--- config.mk ---
export PLATFORM = sky130hd
export DESIGN_NAME = hbridge_pwm_ramp_sequencer_core
export DESIGN_NICKNAME = d
export VERILOG_FILES = /design/src/sv/hpr_pkg.sv /design/src/sv/hbridge_pwm_ramp_sequencer_core.sv /design/src/sv/hpr_step.sv /design/src/sv/hpr_obuf.sv
export SDC_FILE = /design/constraint.sdc
export NUM_CORES = 1
export LEC_CHECK = 0
export BUFFER_PORTS_ARGS = -buffer_cell sky130_fd_sc_hd__buf_2
export CAP_MARGIN = 40
export CORE_UTILIZATION = 40
export DETAILED_ROUTE_END_ITERATION = 16
export PLACE_DENSITY = 0.55
export SLEW_MARGIN = 20
export SYNTH_ARGS = -nofsm -noshare
export SYNTH_HDL_FRONTEND = slang
export SYNTH_SLANG_ARGS = --single-unit
--- constraint.sdc ---
create_clock -name clk -period 4.9 [get_ports clk]
set_input_delay 0.245 -clock clk [delete_from_list [all_inputs] [get_ports clk]]
set_output_delay 0.245 -clock clk [all_outputs]
set_load 0.005 [all_outputs]
--- src/sv/hpr_pkg.sv ---
`default_nettype none
package hpr_pkg;

  // command codes carried in the kind field
  typedef enum logic [2:0] {
    CMD_TICK      = 3'd0,
    CMD_RAMP_UP   = 3'd1,
    CMD_RAMP_DOWN = 3'd2,
    CMD_STOP      = 3'd3,
    CMD_REVERSE   = 3'd4
  } cmd_kind_t;

  // configuration register indexes
  localparam logic [1:0] REG_TARGET_DUTY = 2'd0;
  localparam logic [1:0] REG_DUTY_STEP   = 2'd1;
  localparam logic [1:0] REG_START_DUTY  = 2'd2;

  // configuration reset values
  localparam int TARGET_DUTY_RESET = 255;
  localparam int DUTY_STEP_RESET   = 5;
  localparam int START_DUTY_RESET  = 10;

  // control flags of the sequencer
  typedef struct packed {
    logic running;
    logic up_busy;
    logic up_swap;
    logic down_busy;
    logic down_swap;
    logic swap;
  } seq_flags_t;

endpackage
`default_nettype wire

--- src/sv/hbridge_pwm_ramp_sequencer_core.sv ---
`default_nettype none
// Soft-start sequencer for a two-input H-bridge. Each command word (tick, ramp up,
// ramp down, abrupt stop, reverse) is decoded and applied to the ramp state in the
// cycle it is accepted, and exactly one result word with both pin duties and the
// status bits comes out, in order, through the output buffer. One command is taken
// every cycle while in_stall is low; results queue in a two-word output buffer,
// and in_stall rises only while both words of that buffer are held. Configuration
// writes take effect at the next edge and belong to idle periods.
module hbridge_pwm_ramp_sequencer_core #(
  parameter int DUTY_BITS = 10
) (
  input  wire logic                 clk,
  input  wire logic                 rst,
  input  wire logic                 cfg_write,
  input  wire logic [1:0]           cfg_index,
  input  wire logic [DUTY_BITS-1:0] cfg_data,
  input  wire logic                 in_valid,
  output logic                      in_stall,
  input  wire logic [2:0]           kind,
  input  wire logic                 swap_when_done,
  output logic                      out_valid,
  input  wire logic                 out_stall,
  output logic [DUTY_BITS-1:0]      pin_a_level,
  output logic [DUTY_BITS-1:0]      pin_b_level,
  output logic                      is_running,
  output logic                      up_ramp_active,
  output logic                      down_ramp_active,
  output logic                      pins_swapped
);
  import hpr_pkg::*;

  localparam int LW = DUTY_BITS + 2;
  localparam int WORD_W = 2 * DUTY_BITS + 4;

  logic [DUTY_BITS-1:0] target_duty;
  logic [DUTY_BITS-1:0] duty_step;
  logic [DUTY_BITS-1:0] start_duty;

  seq_flags_t           flags;
  seq_flags_t           flags_next;
  logic [LW-1:0]        up_level;
  logic [LW-1:0]        up_level_next;
  logic [LW-1:0]        down_level;
  logic [LW-1:0]        down_level_next;
  logic [DUTY_BITS-1:0] level_a;
  logic [DUTY_BITS-1:0] level_a_next;
  logic [DUTY_BITS-1:0] level_b;
  logic [DUTY_BITS-1:0] level_b_next;

  logic                 accept;
  logic                 buf_full;
  logic [WORD_W-1:0]    result_word;
  logic [WORD_W-1:0]    out_word;

  assign in_stall = buf_full;
  assign accept   = in_valid && !buf_full;

  // configuration registers
  always_ff @(posedge clk) begin
    if (rst) begin
      target_duty <= DUTY_BITS'(TARGET_DUTY_RESET);
      duty_step   <= DUTY_BITS'(DUTY_STEP_RESET);
      start_duty  <= DUTY_BITS'(START_DUTY_RESET);
    end else if (cfg_write) begin
      unique case (cfg_index)
        REG_TARGET_DUTY: target_duty <= cfg_data;
        REG_DUTY_STEP:   duty_step   <= cfg_data;
        REG_START_DUTY:  start_duty  <= cfg_data;
        default: begin
          // no register at this index
        end
      endcase
    end
  end

  // command decode and next state
  hpr_step #(
    .DUTY_BITS(DUTY_BITS)
  ) u_step (
    .kind            (kind),
    .swap_when_done  (swap_when_done),
    .target_duty     (target_duty),
    .duty_step       (duty_step),
    .start_duty      (start_duty),
    .flags           (flags),
    .up_level        (up_level),
    .down_level      (down_level),
    .level_a         (level_a),
    .level_b         (level_b),
    .flags_next      (flags_next),
    .up_level_next   (up_level_next),
    .down_level_next (down_level_next),
    .level_a_next    (level_a_next),
    .level_b_next    (level_b_next)
  );

  // sequencer state registers
  always_ff @(posedge clk) begin
    if (rst) begin
      flags      <= '0;
      up_level   <= '0;
      down_level <= '0;
      level_a    <= '0;
      level_b    <= '0;
    end else if (accept) begin
      flags      <= flags_next;
      up_level   <= up_level_next;
      down_level <= down_level_next;
      level_a    <= level_a_next;
      level_b    <= level_b_next;
    end
  end

  // result word from the updated state
  assign result_word = {level_a_next, level_b_next, flags_next.running,
                        flags_next.up_busy, flags_next.down_busy, flags_next.swap};

  hpr_obuf #(
    .WIDTH(WORD_W)
  ) u_obuf (
    .clk       (clk),
    .rst       (rst),
    .push      (accept),
    .push_word (result_word),
    .full      (buf_full),
    .pop_valid (out_valid),
    .pop_stall (out_stall),
    .pop_word  (out_word)
  );

  // unpack the result word
  assign pin_a_level      = out_word[WORD_W-1 -: DUTY_BITS];
  assign pin_b_level      = out_word[DUTY_BITS+3 -: DUTY_BITS];
  assign is_running       = out_word[3];
  assign up_ramp_active   = out_word[2];
  assign down_ramp_active = out_word[1];
  assign pins_swapped     = out_word[0];

endmodule
`default_nettype wire

--- src/sv/hpr_step.sv ---
`default_nettype none
module hpr_step #(
  parameter int DUTY_BITS = 10
) (
  input  wire logic [2:0]             kind,
  input  wire logic                   swap_when_done,
  input  wire logic [DUTY_BITS-1:0]   target_duty,
  input  wire logic [DUTY_BITS-1:0]   duty_step,
  input  wire logic [DUTY_BITS-1:0]   start_duty,
  input  wire hpr_pkg::seq_flags_t    flags,
  input  wire logic [DUTY_BITS+1:0]   up_level,
  input  wire logic [DUTY_BITS+1:0]   down_level,
  input  wire logic [DUTY_BITS-1:0]   level_a,
  input  wire logic [DUTY_BITS-1:0]   level_b,
  output hpr_pkg::seq_flags_t         flags_next,
  output logic [DUTY_BITS+1:0]        up_level_next,
  output logic [DUTY_BITS+1:0]        down_level_next,
  output logic [DUTY_BITS-1:0]        level_a_next,
  output logic [DUTY_BITS-1:0]        level_b_next
);
  import hpr_pkg::*;

  localparam int LW = DUTY_BITS + 2;

  logic [LW-1:0] up_sum;
  logic          up_done;
  logic          down_done;
  logic          up_go;
  logic          swap_mid;

  // up-ramp step and finish test
  assign up_sum  = up_level + LW'(duty_step);
  assign up_done = up_sum > LW'(target_duty);
  assign up_go   = flags.up_busy && !flags.running;

  // pin roles after a possible up-ramp finish on this tick
  assign swap_mid  = flags.swap ^ (up_go && up_done && flags.up_swap);
  assign down_done = down_level < LW'(duty_step);

  // command decode and state update
  always_comb begin
    flags_next      = flags;
    up_level_next   = up_level;
    down_level_next = down_level;
    level_a_next    = level_a;
    level_b_next    = level_b;
    unique case (cmd_kind_t'(kind))
      CMD_TICK: begin
        // up-ramp runs first, only while stopped
        if (up_go) begin
          up_level_next = up_sum;
          if (up_done) begin
            flags_next.up_busy = 1'b0;
            flags_next.swap    = swap_mid;
            flags_next.running = 1'b1;
            if (swap_mid) begin
              level_a_next = target_duty;
              if (!flags.swap) begin
                level_b_next = up_level[DUTY_BITS-1:0];
              end
            end else begin
              level_b_next = target_duty;
              if (flags.swap) begin
                level_a_next = up_level[DUTY_BITS-1:0];
              end
            end
          end else if (flags.swap) begin
            level_a_next = up_level[DUTY_BITS-1:0];
          end else begin
            level_b_next = up_level[DUTY_BITS-1:0];
          end
        end
        // down-ramp sees what the up-ramp left
        if (flags.down_busy && flags_next.running) begin
          if (down_done) begin
            if (swap_mid) begin
              level_a_next = '0;
            end else begin
              level_b_next = '0;
            end
            flags_next.down_busy = 1'b0;
            flags_next.swap      = swap_mid ^ flags.down_swap;
            flags_next.running   = 1'b0;
          end else begin
            if (swap_mid) begin
              level_a_next = down_level[DUTY_BITS-1:0];
            end else begin
              level_b_next = down_level[DUTY_BITS-1:0];
            end
            down_level_next = down_level - LW'(duty_step);
          end
        end
      end
      CMD_RAMP_UP: begin
        up_level_next      = LW'(start_duty);
        flags_next.up_swap = swap_when_done;
        flags_next.up_busy = 1'b1;
        if (flags.swap) begin
          level_b_next = '0;
        end else begin
          level_a_next = '0;
        end
      end
      CMD_RAMP_DOWN: begin
        down_level_next      = LW'(target_duty);
        flags_next.down_swap = swap_when_done;
        flags_next.down_busy = 1'b1;
        if (flags.swap) begin
          level_b_next = '0;
        end else begin
          level_a_next = '0;
        end
      end
      CMD_STOP: begin
        flags_next.up_busy   = 1'b0;
        flags_next.down_busy = 1'b0;
        flags_next.running   = 1'b0;
        if (flags.swap) begin
          level_a_next = '0;
        end else begin
          level_b_next = '0;
        end
      end
      CMD_REVERSE: begin
        // running: ramp down with swap, then ramp up without swap; stopped: ramp up with swap
        up_level_next      = LW'(start_duty);
        flags_next.up_busy = 1'b1;
        flags_next.up_swap = !flags.running;
        if (flags.running) begin
          down_level_next      = LW'(target_duty);
          flags_next.down_swap = 1'b1;
          flags_next.down_busy = 1'b1;
        end
        if (flags.swap) begin
          level_b_next = '0;
        end else begin
          level_a_next = '0;
        end
      end
      default: begin
        // unused codes leave the state alone
      end
    endcase
  end

endmodule
`default_nettype wire

--- src/sv/hpr_obuf.sv ---
`default_nettype none
module hpr_obuf #(
  parameter int WIDTH = 24
) (
  input  wire logic             clk,
  input  wire logic             rst,
  input  wire logic             push,
  input  wire logic [WIDTH-1:0] push_word,
  output logic                  full,
  output logic                  pop_valid,
  input  wire logic             pop_stall,
  output logic [WIDTH-1:0]      pop_word
);

  logic [WIDTH-1:0] entry [2];
  logic             wr_ptr;
  logic             rd_ptr;
  logic [1:0]       count;
  logic             pop;

  assign full      = count == 2'd2;
  assign pop_valid = count != 2'd0;
  assign pop       = pop_valid && !pop_stall;
  assign pop_word  = entry[rd_ptr];

  // two-word queue storage
  always_ff @(posedge clk) begin
    if (push) begin
      entry[wr_ptr] <= push_word;
    end
  end

  // pointers and fill count
  always_ff @(posedge clk) begin
    if (rst) begin
      wr_ptr <= 1'b0;
      rd_ptr <= 1'b0;
      count  <= 2'd0;
    end else begin
      if (push) begin
        wr_ptr <= !wr_ptr;
      end
      if (pop) begin
        rd_ptr <= !rd_ptr;
      end
      count <= count + {1'b0, push} - {1'b0, pop};
    end
  end

endmodule
`default_nettype wire
### Word-level counts from Yosys, hierarchy flattened

Memories as Yosys holds them, arrays and structs flattened. A register that Yosys moved wholly into a read port is not among the register bits.
Index checks and enable logic that the tools add are counted.

* multiplexer cells: 50
* shift-type cells: 0
* divide/modulo/power cells: 0
* reduce and logical (&&, ||, !) cells: 27
* order comparisons: 2
* $mul: 0
* eq/ne operators: 11
* $add $sub $neg: 4
* bitwise gates (word level): 2

Operators by type and width (number)
* $mux W10: 20
* $pmux W10 S3: 2
* $mux W12: 4
* $pmux W12 S3: 1
* $pmux W12 S2: 1
* $mux W1: 13
* $add A12 B10 Y12: 1
* $gt A12 B10 Y1: 1
* $lt A12 B10 Y1: 1
* $sub A12 B10 Y12: 1
* $mux W2: 4
* $reduce_and A2 Y1: 4
* $reduce_bool A2 Y1: 4
* $eq A3 B2 Y1 const B: 2
* $logic_and A1 B1 Y1: 6
* $pmux W1 S2: 3
* $reduce_and A3 Y1: 2
* $logic_not A1 Y1: 5
* $reduce_and A5 Y1: 1
* $eq A2 B2 Y1 const B: 2
* $ne A2 B1 Y1 const B: 2
* $ne A2 B2 Y1 const B: 2
* $pmux W1 S4: 1
* $eq A3 B1 Y1 const B: 1
* 11 further kinds: 12

* bits in writable memories: 48
* bits in read-only memories: 0
* logic and storage cells: 113
* register bits: 84
* output and inout port bits: 26
* memories: 1
* input port bits: 21
* latch bits: 0

Memory list
* u_obuf.entry: depth 2, bits a word 24, read ports 1, clocked after memory_dff 1, write ports 1, line hpr_obuf.sv:15 `logic [WIDTH-1:0] entry [2];`

### Longest topological paths before layout

Gate-level depths: netlist of run 1.

* depth in word-level cells: 12
* mapped depth: 18

### By module

Synthesis of run 1 repeated with hierarchy kept, for this count alone.

* cell total of the unflattened synthesis: 983
* area, all modules: 8305.5 µm²

Modules (own cells, without submodules)
* hpr_step: cells an instance 540, times used 1, area an instance 3453.3 µm², sequential area each 0.0 µm²
* hbridge_pwm_ramp_sequencer_core: cells an instance 345, times used 1, area an instance 2786.4 µm², sequential area each 1601.5 µm²
* hpr_obuf: cells an instance 98, times used 1, area an instance 2065.7 µm², sequential area each 1541.5 µm²

### Least setup slack after synthesis of run 1

No wires, ideal clock.

* path kind: register to register
* start point: reg duty_step[5]
* end point: mem u_obuf.entry[0][14], data pin
* buffers on the path: 0
* setup slack: 1.142 ns
* library setup time: 0.284 ns
* cell stages (with the launch flop): 16
* period minus slack after synthesis: 3.758 ns
* data arrival time: 3.474 ns
* cells stage by stage: dfxtp_1 -> ha_1 -> a21oi_2 -> nand2_1 -> a221oi_2 -> o21bai_1 -> a21oi_1 -> xnor2_1 -> ha_1 -> nand4_1 -> o32ai_1 -> a31oi_1 -> o311ai_4 -> nor3_2 -> o211ai_4 -> o221ai_1

* word-level cells in the longest chain between the ends: 12
* elaborated cells between the ends (all ways): 18
* classes of those cells: 1 x add/sub; 2 x order compare; 11 x mux; 1 x bitwise; 3 x reduce/logical

Ends and longest elaborated chain
* start, declared: line hbridge_pwm_ramp_sequencer_core.sv:36 `logic [DUTY_BITS-1:0] duty_step;`
* start signal, assigned: line hbridge_pwm_ramp_sequencer_core.sv:62 `duty_step <= DUTY_BITS'(DUTY_STEP_RESET);`
* start signal, assigned: line hbridge_pwm_ramp_sequencer_core.sv:67 `REG_DUTY_STEP: duty_step <= cfg_data;`
* $add A12 B10 Y12: line hpr_step.sv:32 `assign up_sum = up_level + LW'(duty_step);`
* $gt A12 B10 Y1: line hpr_step.sv:33 `assign up_done = up_sum > LW'(target_duty);`
* $logic_and A1 B1 Y1 (2 in series): line hpr_step.sv:37 `assign swap_mid = flags.swap ^ (up_go && up_done && flags.up_swap);`
* $xor A1 B1 Y1: line hpr_step.sv:37
* $mux W10: line hpr_step.sv:56 `if (swap_mid) begin`
* $mux W10: line hpr_step.sv:52 `if (up_done) begin`
* $mux W10: line hpr_step.sv:50 `if (up_go) begin`
* $mux W10, on equally long branches: line hpr_step.sv:85, hpr_step.sv:76
* $mux W10: line hpr_step.sv:75 `if (down_done) begin`
* $mux W10 *: line hpr_step.sv:74 `if (flags.down_busy && flags_next.running) begin`
* $pmux W10 S3 *: line hpr_step.sv:47 `unique case (cmd_kind_t'(kind))`
* via level_a_next[0]: line hbridge_pwm_ramp_sequencer_core.sv:46 `logic [DUTY_BITS-1:0] level_a_next;`
* end, declared: line hpr_obuf.sv:15

The timed path passes the listed nets; every way through them passes the cells marked *. The select of a mux whose other input is x is not followed.

### Worst setup path in the final report of run 1

* start point: reg up_level[2]
* end point: mem u_obuf.entry[1][11], data pin

* word-level cells in the longest chain between the ends: 12
* elaborated cells between the ends (all ways): 17
* classes of those cells: 1 x add/sub; 1 x order compare; 11 x mux; 1 x bitwise; 3 x reduce/logical

Ends and longest elaborated chain
* start, declared: line hbridge_pwm_ramp_sequencer_core.sv:41 `logic [LW-1:0] up_level;`
* start signal, assigned: line hbridge_pwm_ramp_sequencer_core.sv:107 `up_level <= up_level_next;`
* $add A12 B10 Y12 *: line hpr_step.sv:32
* $gt A12 B10 Y1 *: line hpr_step.sv:33
* $logic_and A1 B1 Y1 (2 in series): line hpr_step.sv:37
* $xor A1 B1 Y1: line hpr_step.sv:37
* $mux W10: line hpr_step.sv:56
* $mux W10: line hpr_step.sv:52
* $mux W10: line hpr_step.sv:50
* $mux W10, on equally long branches: line hpr_step.sv:85, hpr_step.sv:76
* $mux W10: line hpr_step.sv:75
* $mux W10 *: line hpr_step.sv:74
* $pmux W10 S3 *: line hpr_step.sv:47
* via level_b_next[7]: line hbridge_pwm_ramp_sequencer_core.sv:48 `logic [DUTY_BITS-1:0] level_b_next;`

Marks and branches as above.

==> impl_metrics.json, run 1 <==
{
  "outcome": "completed",
  "crit_required_ns": 5.10,
  "antenna_found_initial": 0,
  "ir_worst_vdd_uv": 263,
  "final_nets": 1041,
  "grt_max_degree": 40,
  "wl_per_cell_um": 19.4,
  "max_stage_delay_ns": 0.51,
  "routed_wl_mm": 24.6,
  "critPathMaxFanout": 10,
  "fillerInstances": 2000,
  "seq_area_frac_synth_pct": 38.3,
  "grt_pass1_wl_mm": 39.1,
  "pin_count": 47,
  "period_share_pct": 89.5,
  "diodes": 0,
  "p_per_area_mw_per_mm2": 382,
  "drtIter0Drc": 665,
  "ant_nets": 0,
  "hp-class": "primary input to flip-flop",
  "cp.arrival_ns": 4.59,
  "syn_avg_cell_area_sq_um": 8.61,
  "cp-endpoint": "u_obuf.entry[1][11]",
  "ys_ff_latch": 133,
  "cap_violations": 0,
  "cp_top_family": "compound AO/OA/AOI/OAI gates",
  "clock_skew_ns": 0.00911,
  "cts.path.max_buffers": 2,
  "globalplace.congestion": 0.937,
  "grtUsageTotal_pct": 23.7,
  "reg2reg_from": "up_level[2]",
  "place_hpwl_mm": 18.2,
  "crit_chain": "ha_1 -> a21oi_1 -> nand2_1 -> a221oi_2 -> o21bai_1 -> a21oi_1 -> xnor2_1 -> ha_1 -> nand4_1 -> o32ai_1 -> a31o_2 -> a311oi_2 -> a32o_1 -> nand3_1 -> o221ai_1",
  "slew_headroom_pct": 46.1,
  "drt_first_pass_iters": 5,
  "cp_slowest_cell": "o221ai_1",
  "cts_tree": "built",
  "via_count": 7408,
  "tightest_slew_ns": 0.806,
  "drc": 0,
  "cts_setup_buffers": 0,
  "die_h_um": 145,
  "cp-startpoint": "up_level[2]",
  "critical_path_cell_count": 15,
  "insertion_delay_ns": 0.43,
  "grt-ovfl-total": 0,
  "yosys.area.top_type": "dfxtp_1",
  "areaGrowthSynthToFinish_pct": 15.0,
  "crit_buf_inv": 0,
  "grt_pass1_vias": 7063,
  "synthCells": 953,
  "viasPerCell": 5.84,
  "end_kind": "flip-flop",
  "post-place-ws_ns": 0.580,
  "syn_area_sq_mm": 0.00821,
  "syn_nets": 1008,
  "cts_buffers": 17,
  "synth_edf_count": 48,
  "h-tree-depth": 4,
  "cts_resized": 0,
  "portBuffers": 46,
  "fp.dieW_um": 145,
  "clock-sinks": 133,
  "synthArstFlopShare_pct": 0,
  "synth_ff_type": "dfxtp_1",
  "period_needed_ns": 4.38,
  "p_leak_nw": 3.45,
  "hold_buffers": 0,
  "synth.distinct_cells": 73,
  "most-common-layout-cells": "nand2_1, nor2_1, dfxtp_1, a21oi_1",
  "drive_gt1_share_pct": 15.9,
  "finalMaxSlewViolations": 0,
  "hold_viol": 0,
  "ys_warn_count": 0,
  "std_cell_rows": 52,
  "setup_tns_ns": 0,
  "start_kind": "flip-flop",
  "core_sq_mm": 0.0202,
  "synth.top_cell.area_share_pct": 20.7,
  "die_area_sq_mm": 0.0211,
  "setup_viol": 0,
  "rsz0062_at_grt": "false",
  "whs_ns": 0.0584,
  "r2r_slack_ns": 0.52,
  "clockRootBuffer": "clkbuf_16",
  "yosys-top-cells-area": "dfxtp_1, edfxtp_1, nand2_1",
  "initial_core_util_pct": 40.7,
  "r2r_end": "u_obuf.entry[1][11]",
  "crit_type": "flip-flop to flip-flop",
  "clkTransAtPathRegs_ns": 0.06,
  "fin_ws_ns": 0.516,
  "rr_worst_depth": 15,
  "max_freq_mhz": 228,
  "layout_commonest_cell": "nand2_1"
}
## cell usage after synthesis (all sizes together) (5+ instances only)
master and n:
a2111oi 12, a211o 11, a211oi 23, a21boi 11, a21o 6, a21oi 62
a311oi 7, a31oi 9, a41oi 10, buf 16, clkbuf 45, dfxtp 85
edfxtp 48, ha 32, inv 48, mux2 26, mux2i 19, nand2 109
nand3 30, nor2 94, nor2b 6, nor3 23, o211ai 15, o21a 17
o21ai 57, o221ai 20, o22ai 10, o31ai 13, or3 13, xnor2 14
xor2 5
## metal layers
metal / vias up / wire, um / share of wire (%) / track usage [%]
met5: - / 0 / 0 / 0
met4: 0 / 567 / 2.3 / 8.53
met3: 49 / 1410 / 5.7 / 3.87
met2: 281 / 11500 / 47 / 38.4
met1: 3474 / 11200 / 45 / 31.8
li1: 3604 / - / - / -
## where the power goes
| part | internal [mW] | total (mW) | leakage, nW | switching (mW) |
|---|---|---|---|---|
| Combinational | 0.375 | 0.887 | 1.97 | 0.512 |
| Sequential | 1.28 | 1.35 | 1.16 | 0.0687 |
| Clock | 0.869 | 1.37 | 0.319 | 0.499 |
| Total | 2.52 | 3.60 | 3.45 | 1.08 |
## stage by stage
stage	instance area (sq um)	power, mW	util, %	std cells
finish	9440	3.60	46.8	1269
global route	9440	3.77	46.8	1269
global placement	8710	2.25	43.2	1230
CTS	9430	3.63	46.7	1268
floorplan	8210	1.96	-	953
detailed placement	8780	2.26	43.6	1236
## layout make-up
type	instances	area (sq um)	area share, %
flip-flops and latches	133	3140	33.3
inverters	50	188	1.99
well taps	270	338	3.58
multi-input cells	709	4650	49.2
clock buffers	23	532	5.63
repair buffers	75	484	5.13
clock inverters	9	109	1.15
## sequential cells by signal (all words and copies together) (netlist names), named ones only
name	cells
level_a	10
u_obuf.entry	48
duty_step	10
up_level	12
u_obuf.rd_ptr	1
target_duty	10
flags	6
u_obuf.wr_ptr	1
down_level	12
start_duty	10
u_obuf.count	2
level_b	10
## worst min-delay path by stage
stage / from / depth (start not counted) / end / slack (ns)
4_1_cts: cfg_data[5] / 2 / target_duty[5] / 0.04
3_5_place_dp: start_duty[3] / 1 / start_duty[3] / 0.46
3_3_place_gp: start_duty[3] / 1 / start_duty[3] / 0.45
5_1_grt: cfg_data[0] / 2 / target_duty[0] / 0.06
6_report: cfg_data[6] / 2 / target_duty[6] / 0.06
2_1_floorplan: cfg_data[1] / 1 / target_duty[1] / 0.36
## worst reg2reg max path, stage by stage, from the launching register on
cell	delay, ns
dfxtp_1	0.42
ha_1	0.31
a21oi_1	0.20
nand2_1	0.15
a221oi_2	0.37
o21bai_1	0.10
a21oi_1	0.18
xnor2_1	0.17
ha_1	0.30
nand4_1	0.10
o32ai_1	0.10
a31o_2	0.29
a311oi_2	0.33
a32o_1	0.22
nand3_1	0.42
o221ai_1	0.51
## cells by family (layout without fill, tap and decap cells)
group,count (synthesis),in the layout,synth area share [%]
simple gates,304,304,16.5
mux,45,45,5.89
flops,133,133,38.3
fa+ha+maj,34,34,5.37
xor+xnor,19,19,2.03
compound gates,307,307,26.6
buf+inv,111,157,5.35
Note: power is estimated with default switching activity, not from simulation.
==> inputs of run 2 (changes only) <==
--- a/config.mk
+++ b/config.mk
@@ -7,6 +7,7 @@
 export LEC_CHECK = 0
 export BUFFER_PORTS_ARGS = -buffer_cell sky130_fd_sc_hd__buf_2
 export CAP_MARGIN = 40
+export CORE_MARGIN = 4
 export CORE_UTILIZATION = 40
 export DETAILED_ROUTE_END_ITERATION = 16
 export PLACE_DENSITY = 0.55
==> impl_metrics.json, run 2 (same netlist as run 1, synthesis figures left out) <==
{
  "crit_required_ns": 5.01,
  "p_per_area_mw_per_mm2": 375,
  "max_freq_mhz": 221,
  "hold_buffers": 0,
  "clock_skew_ns": 0.0117,
  "ant_nets": 0,
  "clockRootBuffer": "clkbuf_16",
  "ir_worst_vdd_uv": 271,
  "grt_max_degree": 40,
  "grt-ovfl-total": 0,
  "viasPerCell": 5.87,
  "fp.dieW_um": 151,
  "crit_type": "flip-flop to flip-flop",
  "die_area_sq_mm": 0.0229,
  "crit_top_cell": "ha_1",
  "cap_violations": 0,
  "routed_wl_mm": 24.9,
  "start_kind": "flip-flop",
  "hold_depth": 2,
  "end_kind": "flip-flop",
  "place_hpwl_mm": 18.1,
  "clock-sinks": 133,
  "initial_core_util_pct": 40.6,
  "most-common-layout-cells": "nand2_1, nor2_1, dfxtp_1, a21oi_1",
  "std_cell_rows": 52,
  "via_count": 7449,
  "cts_buffers": 17,
  "wl_per_cell_um": 19.6,
  "h-tree-depth": 4,
  "internal-power_mw": 2.38,
  "critPathMaxFanout": 10,
  "r2r_end": "u_obuf.entry[0][12]",
  "globalplace.congestion": 0.927,
  "rr_worst_depth": 15,
  "grt_pass1_wl_mm": 39.4,
  "layout_commonest_cell": "nand2_1",
  "hp-class": "primary input to flip-flop",
  "clkPwrFrac_pct": 36.5,
  "drtIter0Drc": 603,
  "final_nets": 1041,
  "min_to": "target_duty[7]",
  "drive_gt1_share_pct": 16.0,
  "grt_pass1_vias": 7005,
  "cts_resized": 0,
  "cts_tree": "built",
  "core_sq_mm": 0.0202,
  "p_leak_nw": 3.41,
  "switching_share_pct": 32.6,
  "drt_first_pass_iters": 6,
  "diodes": 0,
  "portBuffers": 46,
  "hold_start": "cfg_data[7]",
  "tightest_slew_ns": 0.786,
  "largest_register_ffs": 48,
  "outcome": "completed",
  "max_stage_delay_ns": 0.54,
  "reg_top3": "u_obuf.entry x48, down_level x12, up_level x12",
  "pin_count": 47,
  "insertion_delay_ns": 0.44,
  "rsz0062_at_grt": "false",
  "regMostFlops": "u_obuf.entry",
  "power_frac_seq_pct": 38.3,
  "hold_viol": 0,
  "r2r_slack_ns": 0.37,
  "reg2reg_from": "up_level[5]",
  "areaGrowthSynthToFinish_pct": 14.4,
  "antenna_found_initial": 0,
  "cp.arrival_ns": 4.65,
  "die_h_um": 151,
  "fillerInstances": 1940,
  "finalMaxSlewViolations": 0,
  "setup_viol": 0,
  "cts_setup_buffers": 0,
  "drc": 0,
  "power_mw": 3.53,
  "cts.path.max_buffers": 2,
  "switchingPower_mw": 1.15,
  "cp_slowest_cell": "o311ai_4",
  "setup_tns_ns": 0,
  "grtUsageTotal_pct": 22.3,
  "pwr-share-comb_pct": 25.2,
  "crit_chain": "ha_1 -> a21oi_2 -> nand2_1 -> a221oi_2 -> o21bai_1 -> a21oi_1 -> xnor2_1 -> ha_1 -> nand4_1 -> o32ai_1 -> a31oi_1 -> o311ai_4 -> o21ai_2 -> o22ai_1 -> o221ai_1",
  "clkTransAtPathRegs_ns": 0.07,
  "period_needed_ns": 4.53,
  "slew_headroom_pct": 47.4,
  "period_share_pct": 92.5
}
-- run 2: changes by cell type in the layout (fill, tap and decap cells not counted) --
cell        delta
clkinvlp_2     +1
inv_6          +5
buf_8          -1
clkbuf_1       -1
bufinv_16      -1
clkinv_2       -2
inv_4          -2
inv_8          +5
clkinv_4       -2
buf_12         +1
clkbuf_8       -2
clkbuf_16      -3
clkinvlp_4     +2
-- run 2: final cells by class --
| type | instances | area [sq um] | share of cell area, % |
|---|---|---|---|
| Tap cell | 270 | 338 | 3.60 |
| Multi-Input combinational cell | 709 | 4650 | 49.5 |
| Inverter | 50 | 188 | 2.00 |
| Timing Repair Buffer | 75 | 489 | 5.21 |
| Clock buffer | 17 | 425 | 4.53 |
| Clock inverter | 15 | 159 | 1.69 |
| Sequential cell | 133 | 3140 | 33.5 |
-- run 2: power groups by stage --
stage | logic, mW | clock network, mW | registers [mW]
floorplan | 0.613 | 0 | 1.34
global placement | 0.884 | 0 | 1.37
detailed placement | 0.891 | 0 | 1.37
CTS | 0.897 | 1.31 | 1.35
global route | 0.989 | 1.36 | 1.36
finish | 0.890 | 1.29 | 1.35
-- run 2: through the flow --
stage	hold WS, ns	instance area (sq um)	std cells	setup WS, ns	util (%)
after floorplan	0.363	8210	953	1.14	-
after global placement	0.447	8700	1229	0.497	43.0
after detailed placement	0.455	8800	1237	0.477	43.5
after CTS	0.0270	9390	1269	0.456	46.4
after global routing	0.0482	9390	1269	0.133	46.4
final	0.0376	9390	1269	0.366	46.4
-- run 2: worst max path at each step --
stage | start | endpoint | slack [ns] | depth (start not counted)
after global routing | up_level[0] | u_obuf.entry[1][11] | 0.13 | 16
after global placement | up_level[5] | u_obuf.entry[0][12] | 0.50 | 15
after floorplan | duty_step[5] | u_obuf.entry[0][14] | 1.14 | 15
after detailed placement | up_level[5] | u_obuf.entry[1][12] | 0.48 | 15
after CTS | up_level[5] | u_obuf.entry[0][12] | 0.46 | 15
final | up_level[5] | u_obuf.entry[0][12] | 0.37 | 15
-- run 2: worst max-delay path: cells and delay by family, from the launching register on --
family	cells	cell delay [ns]
flip-flops	1	0.45
AND/OR/NAND/NOR	2	0.27
AO/OA/AOI/OAI	10	2.68
adder cells (fa/ha/maj)	2	0.70
XOR/XNOR	1	0.10
-- run 2: routing by layer --
metal  vias to the layer above  part of all wire [%]  GRT usage (%)  wire, um
met1                      3510                    45           30.2     11200
met3                        49                   7.2           4.37      1790
met2                       279                    45           35.1     11200
met5                         -                     0              0         0
li1                       3611                     -              -         -
met4                         0                   2.7           8.39       667
